### config.mk
export PLATFORM = sky130hd
export DESIGN_NAME = half_float_convert
export DESIGN_NICKNAME = d
export VERILOG_FILES = /design/src/rtl/hfc_pkg.sv /design/src/rtl/half_float_convert.sv
export SDC_FILE = /design/constraint.sdc
export NUM_CORES = 1
export LEC_CHECK = 0
export BUFFER_PORTS_ARGS = -buffer_cell sky130_fd_sc_hd__buf_2
export CAP_MARGIN = 20
export CELL_PAD_IN_SITES_DETAIL_PLACEMENT = 1
export CELL_PAD_IN_SITES_GLOBAL_PLACEMENT = 1
export CORE_ASPECT_RATIO = 0.9
export CORE_MARGIN = 2
export CORE_UTILIZATION = 50
export DETAILED_ROUTE_END_ITERATION = 6
export PLACE_DENSITY_LB_ADDON = 0.1
export SYNTH_ARGS = -nofsm -noshare
export SYNTH_HDL_FRONTEND = slang
export SYNTH_SLANG_ARGS = --single-unit
### constraint.sdc
create_clock -name clk -period 18 [get_ports clk]
set_clock_uncertainty 0.05 [all_clocks]
set_input_delay 2.7 -clock clk [delete_from_list [all_inputs] [get_ports clk]]
set_output_delay 2.7 -clock clk [all_outputs]
set_load 0.1 [all_outputs]
### src/rtl/hfc_pkg.sv
// types and constants for the half/single float converter
// no dependencies
package hfc_pkg;
  localparam logic CMD_TO_HALF = 1'b0;
  localparam logic CMD_TO_SINGLE = 1'b1;
  typedef struct packed {
    logic [31:0] operand_bits;
    logic        command;
  } hfc_in_t;
endpackage

### src/rtl/half_float_convert.sv
// half_float_convert: single to half and half to single bit pattern conversion
// depends on hfc_pkg
// beats pass input then result register; one per cycle unless out_tready stalls
// the input register and the result register each move when the stage ahead frees
// synchronous active-low reset clears both valid flags; payload registers keep no reset
module half_float_convert
  import hfc_pkg::*;
(
  input  logic        clk,
  input  logic        rst_n,
  input  logic        in_tvalid,
  output logic        in_tready,
  input  logic [31:0] in_tdata,   // operand_bits[31:0]
  input  logic        in_tuser,   // command
  output logic        out_tvalid,
  input  logic        out_tready,
  output logic [31:0] out_tdata   // result_bits[31:0]
);
  logic        s1_vld_r, out_vld_r;
  hfc_in_t     s1_r;
  logic [31:0] res_r, res_nxt;
  logic        s1_go, out_go;

  assign out_go    = !out_vld_r || out_tready;
  assign s1_go     = !s1_vld_r || out_go;
  assign in_tready = s1_go;
  assign out_tvalid = out_vld_r;
  assign out_tdata  = res_r;

  always_ff @(posedge clk) begin
    if (!rst_n) begin
      s1_vld_r  <= 1'b0;
      out_vld_r <= 1'b0;
    end else begin
      if (s1_go) s1_vld_r <= in_tvalid;
      if (out_go) out_vld_r <= s1_vld_r;
    end
  end

  always_ff @(posedge clk) begin
    if (s1_go && in_tvalid) s1_r <= '{operand_bits: in_tdata, command: in_tuser};
    if (out_go && s1_vld_r) res_r <= res_nxt;
  end

  // narrowing
  logic [15:0] n_res;
  logic        sgn;
  logic [8:0]  e9;
  logic [22:0] man;
  logic [23:0] m24;
  logic [4:0]  sh;
  logic [23:0] sub_h, sub_rem, sub_half;
  logic [15:0] nh;
  logic [12:0] rem13;
  // widening
  logic [31:0] w_res;
  logic [4:0]  he;
  logic [9:0]  hm, nm;
  logic [3:0]  lz;

  always_comb begin
    sgn   = s1_r.operand_bits[31];
    man   = s1_r.operand_bits[22:0];
    e9    = {1'b0, s1_r.operand_bits[30:23]};
    m24   = {1'b1, man};
    sh    = '0;
    sub_h = '0; sub_rem = '0; sub_half = '0;
    nh    = '0;
    rem13 = man[12:0];
    if (e9 >= 9'd143) begin
      n_res = {sgn, 15'h7c00};
    end else if (e9 <= 9'd112) begin
      if (e9 < 9'd102) begin
        n_res = {sgn, 15'd0};
      end else begin
        sh       = 5'(9'd126 - e9);
        sub_h    = m24 >> sh;
        sub_rem  = m24 & ((24'd1 << sh) - 24'd1);
        sub_half = 24'd1 << (sh - 5'd1);
        if (sub_rem > sub_half || (sub_rem == sub_half && sub_h[0]))
          sub_h = sub_h + 24'd1;
        n_res = {sgn, sub_h[14:0]};
      end
    end else begin
      nh = {1'b0, 5'(e9 - 9'd112), man[22:13]};
      if (rem13 > 13'h1000 || (rem13 == 13'h1000 && nh[0])) nh = nh + 16'd1;
      if (nh[14:10] == 5'h1f) n_res = {sgn, 15'h7c00};
      else n_res = {sgn, nh[14:0]};
    end
  end

  always_comb begin
    he = s1_r.operand_bits[14:10];
    hm = s1_r.operand_bits[9:0];
    lz = 4'd0;
    for (int i = 0; i < 10; i++)
      if (hm[i]) lz = 4'(10 - i);
    nm = 10'(hm << lz);
    if (he == 5'd0) begin
      if (hm == '0) w_res = {s1_r.operand_bits[15], 31'd0};
      else w_res = {s1_r.operand_bits[15], 8'(8'd113 - {4'd0, lz}), nm, 13'd0};
    end else if (he == 5'h1f) begin
      w_res = {s1_r.operand_bits[15], 8'hff, hm, 13'd0};
    end else begin
      w_res = {s1_r.operand_bits[15], 8'({3'd0, he} + 8'd112), hm, 13'd0};
    end
  end

  assign res_nxt = (s1_r.command == CMD_TO_SINGLE) ? w_res : {16'd0, n_res};
endmodule

Yosys cells after proc, flatten, opt, wreduce, memory -nomap -nowiden
Cells that the tools add are included.
Cells by class
  add/sub/neg operators: 8
  magnitude comparators: 5
  eq/ne operators: 4
  shift-type cells: 4
  multiplexer cells: 22
  bitwise logic cells: 1
  reduce and logical (&&, ||, !) cells: 12
Operator list (count)
  $mux 15: 8
  $mux 31: 3
  $shl 1x5->24 const A: 2
  $mux 4: 10
  $add 15x1->15 const B: 2
  $and 24x24->24: 1
  $eq 24x24->1: 1
  $gt 24x24->1: 1
  $shr 24x5->15: 1
  $sub 24x1->24 const B: 1
  $mux 16: 1
  $eq 13x13->1 const B: 1
  $gt 13x13->1 const B: 1
  $eq 5x5->1 const B: 2
  $logic_not 10->1: 1
  $shl 10x4->10: 1
  $add 5x7->8 const B: 1
  $ge 8x8->1 const B: 1
  $le 8x7->1 const B: 1
  $lt 8x7->1 const B: 1
  $sub 7x4->8 const A: 1
  $logic_not 5->1: 1
  $sub 5x1->5 const B: 1
  $sub 5x5->5 const A: 1
  4 further kinds: 11
Storage, ports and cells
  bits in registers: 67
  input bits: 37
  output and inout port bits: 34
  word-level logic and storage cells: 62

Depth between registers and ports, before layout
  depth in word-level cells: 14
  gate-level depth with buffers: 26
  mapped depth without buffers: 22

Least setup slack after synthesis
No wires, ideal clock.
  kind: input port to output port
  start: in out_tready
  end: out in_tready
  data arrival time: 3.478 ns
  data required time: 15.250 ns
  setup slack: 11.772 ns
  cell stages on the path: 2
  buffers on the path: 0
  cells stage by stage: nor2b_1 -> nand2_1
On the way
  longest elaborated chain between the ends: 2
Ends and longest elaborated chain
  start, declared: RTL line half_float_convert.sv:16  | input logic out_tready,
  $logic_or 1x1->1: RTL line half_float_convert.sv:24  | assign out_go = !out_vld_r || out_tready;
  $logic_or 1x1->1: RTL line half_float_convert.sv:25  | assign s1_go = !s1_vld_r || out_go;
  end, declared: RTL line half_float_convert.sv:12  | output logic in_tready,
Every way passes these cells.

Worst setup path in the final report
  start: reg s1_r, in the netlist e9[0]
  end: reg res_r[14], in the netlist out_tdata[14] (data pin)
On the way
  longest elaborated chain between the ends: 12
  elaborated cells on any way between the ends: 27
  those cells by class: 6 x add/sub; 4 x order compare; 2 x eq/ne; 3 x shift; 9 x mux; 1 x bitwise; 2 x reduce/logical
Ends and longest elaborated chain
  start, declared: RTL line half_float_convert.sv:20  | hfc_in_t s1_r;
  start signal, assigned: RTL line half_float_convert.sv:41  | if (s1_go && in_tvalid) s1_r <= '{operand_bits: in_tdata, command: in_tuser};
  branches (longest 10 deep; another with $sub 24x1->24)
  $mux 15 (*): RTL line half_float_convert.sv:70  | if (e9 >= 9'd143) begin
  $mux 16 (*): RTL line half_float_convert.sv:109  | assign res_nxt = (s1_r.command == CMD_TO_SINGLE) ? w_res : {16'd0, n_res};
  net res_nxt[14]: RTL line half_float_convert.sv:21  | logic [31:0] res_r, res_nxt;
  end signal, assigned: RTL line half_float_convert.sv:42  | if (out_go && s1_vld_r) res_r <= res_nxt;
  end, declared: RTL line half_float_convert.sv:21
Mark *: on every way through the listed nets, which the timed path passes. The select of a mux whose other input is x is not followed.
A chain may end at the register's enable or synchronous reset.

==> impl_summary.txt <==
----------------------------------------------------
[Global routing]
  Largest net degree at the start of global routing ... 39
  Met3 demand-to-capacity share in global routing ... 6.79%
  Most Used Layer, Global Route ... met2
  Global-route usage over all layers ... 32.3%
  Global routing usage on met1 ... 44.7%
  GRT overflow ... 0
  Wire length of the first global-routing pass ... 33600 microns
  Met2 Usage GRT ... 49.5%
  Number of antenna violations at the first check in global routing ... 0
  Vias in the first global route ... 5987

[Clock tree]
  Clock Path Buffers ... 2
  Root buf cell ... sky130_fd_sc_hd__clkbuf_16
  Clock tree from TritonCTS ... built
  Cts repair resizes ... 0
  Clock Pin Slew Worst Setup and Hold Paths ... 60 ps
  Sink count of the clock tree ... 66
  H-Tree Depth ... 3
  Clock insertion delay at the later pin of the skew report ... 340 ps
  Number of buffers created by CTS ... 9
  CTS Hold Bufs ... 0
  Post CTS Setup Buffer Count ... 0

[Synth]
  Nets in the synthesized netlist ... 774
  Commonest register cell after synthesis ... sky130_fd_sc_hd__edfxtp_1
  YS warnings ... 0
  Cell area after synthesis ... 0.00632 sq mm
  Unique cell type count in the Yosys netlist ... 68
  Mean instance size in the synthesized netlist ... 9.02 sq um
  Synthesized instance count ... 701
  Post-synthesis sequential element count ... 66
  Number of flops mapped to enable cells by yosys ... 64
  Asr flop ratio synth ... 0%
  Sequential element share of the synthesized area ... 31.0%

[Placement]
  Placed instance area ... 0.00668 sq mm
  Gpl congestion ... 0.945
  Quantity of I/O buffers inserted on ports ... 70
  Detailed placer's ending HPWL ... 15700 microns

[STA]
  Total count of max-transition violations in the final report ... 0
  Rel. slew slack ... 34.7%
  Period Utilization, post-route ... 39.6%
  Setup Viol. Count Final ... 0
  Summed negative setup slack over all endpoints ... 0 ps
  Unrepaired setup endpoints after global routing ... false
  Max Clock Freq ... 140 MHz
  Final Hold Fails ... 0
  Final period demand of the worst path ... 7130 ps
  Pin slew with the least headroom to its limit ... 971 ps

[Critical path]
  Crit path cell chain ... buf_4 -> ha_1 -> nand3_2 -> xor2_1 -> nor2_1 -> nand3_1 -> ha_1 -> nand2_1 -> a21oi_1 -> o21ai_0 -> mux2_2 -> nand2_1 -> a21boi_0 -> ha_1 -> nand4_1 -> nor2_1 -> nand3_1 -> nor4bb_1 -> nand3_1 -> nand4_1 -> or3b_4 -> or4_1 -> and3_1
  Data required time at the worst endpoint ... 18040 ps
  Stage delay of the slowest cell on the critical path ... 730 ps
  Worst path top cell family by delay ... simple AND/OR/NAND/NOR gates
  Critical path's slowest cell ... sky130_fd_sc_hd__xor2_1
  Crit. path cell count ... 23
  Crit-path max FO ... 27
  Classification of the worst setup path ... flop to flop
  Data arrival time of the critical path ... 7180 ps
  Kind of start point of the critical path ... flop
  Crit path buf inv count ... 1
  R2R depth ... 23
  Endpoint class of the critical path ... flop

[Floorplan]
  Boundary pin count ... 71
  Effective utilization at floorplan ... 51.7%
  Core region area ... 0.0122 sq mm
  Die Outline Area ... 0.0136 sq mm
  Num rows ... 38
  Die Ht ... 111 microns
  Horiz. Die Dim ... 123 microns

[Power]
  Maximum ir drop on the vdd rail ... 0.0841 mV
  Pwr per Cell Area ... 83.7 mW/mm^2
  Switching part of the total power ... 36.5%
  Leakage Power ... 2.65 nW
  Portion of total power attributed to the clock network ... 33.6%
  Internal power contribution ... 373 uW
  Portion of total power attributed to sequential cells ... 33.3%
  Combinational fraction of design power ... 33.1%
  Switching power summed over all nets ... 214 uW

[Finish]
  Antenna cell count ... 0
  Fill cell count ... 1438
  Non-Filler Cell Area, Final ... 0.00702 sq mm
  Share of final-layout standard cells stronger than drive strength 1 ... 18.6%
  Net count of the finished layout ... 806
  Layout area overhead ... 11.0%

[Route]
  Number of nets with antenna violations after detailed routing ... 0
  Pre-Repair DR Iteration Count ... 5
  Routed len/inst ... 23.9 microns
  Total DRC errors in the routed layout ... 0
  Wire length reported by the detailed router ... 21400 microns
  Drt via density ... 6.59
  Drt initial violations ... 560
  Via count ... 5921

[Min path]
  Min-Delay Path Depth ... 1
  HP Class ... flop to flop

[Job]
  Count of max-cap constraint violations ... 0

[Status]
  Run status ... finished, final reports clean

----------------------------------------------------
==> cells in the final DEF, fill, tap and decap left out, types with 22 or more instances in the layout <==
cell	Yosys	routed
sky130_fd_sc_hd__nand2_1	64	64
sky130_fd_sc_hd__nor2_1	55	55
sky130_fd_sc_hd__ha_1	36	36
sky130_fd_sc_hd__nor2b_1	23	22
sky130_fd_sc_hd__a21oi_1	48	48
sky130_fd_sc_hd__nand3_1	44	44
sky130_fd_sc_hd__o21ai_0	27	27
sky130_fd_sc_hd__edfxtp_1	64	64
sky130_fd_sc_hd__mux2i_1	27	27
sky130_fd_sc_hd__buf_2	6	70
==> routing by layer <==
metal  vias up  routed length (microns)
li1       2687                        -
met1      2942                     9340
met2       248                     9910
met3        44                     1520
met4         0                      668
met5         -                        0
==> stage by stage <==
stage	cells	total power [mW]	setup slack, ps	hold slack, ps	util (%)
2_1_floorplan	701	0.339	11770	427	-
3_3_place_gp	882	0.381	11430	439	54.7
3_5_place_dp	882	0.388	10970	467	54.7
4_1_cts	898	0.588	10950	482	57.4
5_1_grt	898	0.611	10370	510	57.4
6_report	898	0.588	10870	482	57.4
==> registers in the layout, indices dropped and copies added, names as in the netlist <==
register,flops
e9,8
s1_r,2
hm,10
m24,8
he,5
s1_vld_r,1
out_tvalid,1
out_tdata,31
==> synth_stat cells (3+ instances only) <==
library cell                 n  share of area [%]
sky130_fd_sc_hd__buf_4       5               0.59
sky130_fd_sc_hd__inv_1      10               0.59
sky130_fd_sc_hd__o22ai_1    16                1.6
sky130_fd_sc_hd__and3_1      6               0.59
sky130_fd_sc_hd__or3_1       4               0.40
sky130_fd_sc_hd__nor2b_1    23                2.3
sky130_fd_sc_hd__or4_1       3               0.36
sky130_fd_sc_hd__mux4_1      4                1.7
sky130_fd_sc_hd__ha_1       36                7.1
sky130_fd_sc_hd__xnor2_1    20                2.8
sky130_fd_sc_hd__a22oi_1     5               0.59
sky130_fd_sc_hd__buf_2       6               0.48
sky130_fd_sc_hd__nand4_1    12                1.2
sky130_fd_sc_hd__and2_1     14                1.4
sky130_fd_sc_hd__nor2_1     55                3.3
sky130_fd_sc_hd__a211oi_1    4               0.48
sky130_fd_sc_hd__o311a_1     3               0.48
sky130_fd_sc_hd__o21ai_0    27                2.1
sky130_fd_sc_hd__o2111ai_1   3               0.42
sky130_fd_sc_hd__xor2_1     15                2.1
sky130_fd_sc_hd__mux4_2     13                4.6
sky130_fd_sc_hd__mux2i_1    27                4.3
sky130_fd_sc_hd__o211ai_1    7               0.83
sky130_fd_sc_hd__a21o_1      4               0.48
sky130_fd_sc_hd__o21a_1      5               0.59
sky130_fd_sc_hd__a221oi_1    3               0.42
sky130_fd_sc_hd__nand2b_1    6               0.59
sky130_fd_sc_hd__mux2_2     13                2.3
sky130_fd_sc_hd__a21boi_0   10                1.2
sky130_fd_sc_hd__nand3_1    44                3.5
sky130_fd_sc_hd__nor3_1     20                1.6
sky130_fd_sc_hd__edfxtp_1   64                 30
sky130_fd_sc_hd__a31oi_1     6               0.59
sky130_fd_sc_hd__clkbuf_1   42                2.5
sky130_fd_sc_hd__a21oi_1    48                3.8
sky130_fd_sc_hd__nand2_1    64                3.8
sky130_fd_sc_hd__or2_2       6               0.59
sky130_fd_sc_hd__nand3b_1    3               0.36
sky130_fd_sc_hd__a41o_1      3               0.48
==> kinds of logic after synthesis <==
kind of cell             synth area share, %
AO/OA/AOI/OAI                           17.4
buffers and inverters                   4.57
XOR/XNOR                                5.80
multiplexers                            13.1
AND/OR/NAND/NOR                         20.9
adder cells (fa/ha/maj)                 7.13
flip-flops                              31.0
==> final cells by class <==
class,count,area [sq um],share of cell area [%]
multi-input combinational,567,4070,58.0
sequential,66,1960,28.0
timing repair buffer,77,403,5.74
clock buffer,10,239,3.41
tap,160,200,2.85
clock inverter,6,95.1,1.36
inverter,12,45.0,0.642
==> power by group through the flow <==
stage | combinational (mW) | clock (mW) | sequential, mW
after floorplan | 0.125 | 0 | 0.214
after global placement | 0.183 | 0 | 0.198
after detailed placement | 0.190 | 0 | 0.198
after CTS | 0.191 | 0.201 | 0.195
after global routing | 0.208 | 0.206 | 0.197
final | 0.194 | 0.198 | 0.196
==> path summary, 6_finish.rpt <==
kind              endpoint  startpoint  slack, ps
min             out_tvalid    s1_vld_r        480
min reg2reg     out_tvalid    s1_vld_r        480
max reg2reg  out_tdata[14]       e9[0]      10870
max          out_tdata[14]       e9[0]      10870
No activity file was read; power rests on OpenSTA's default activity.
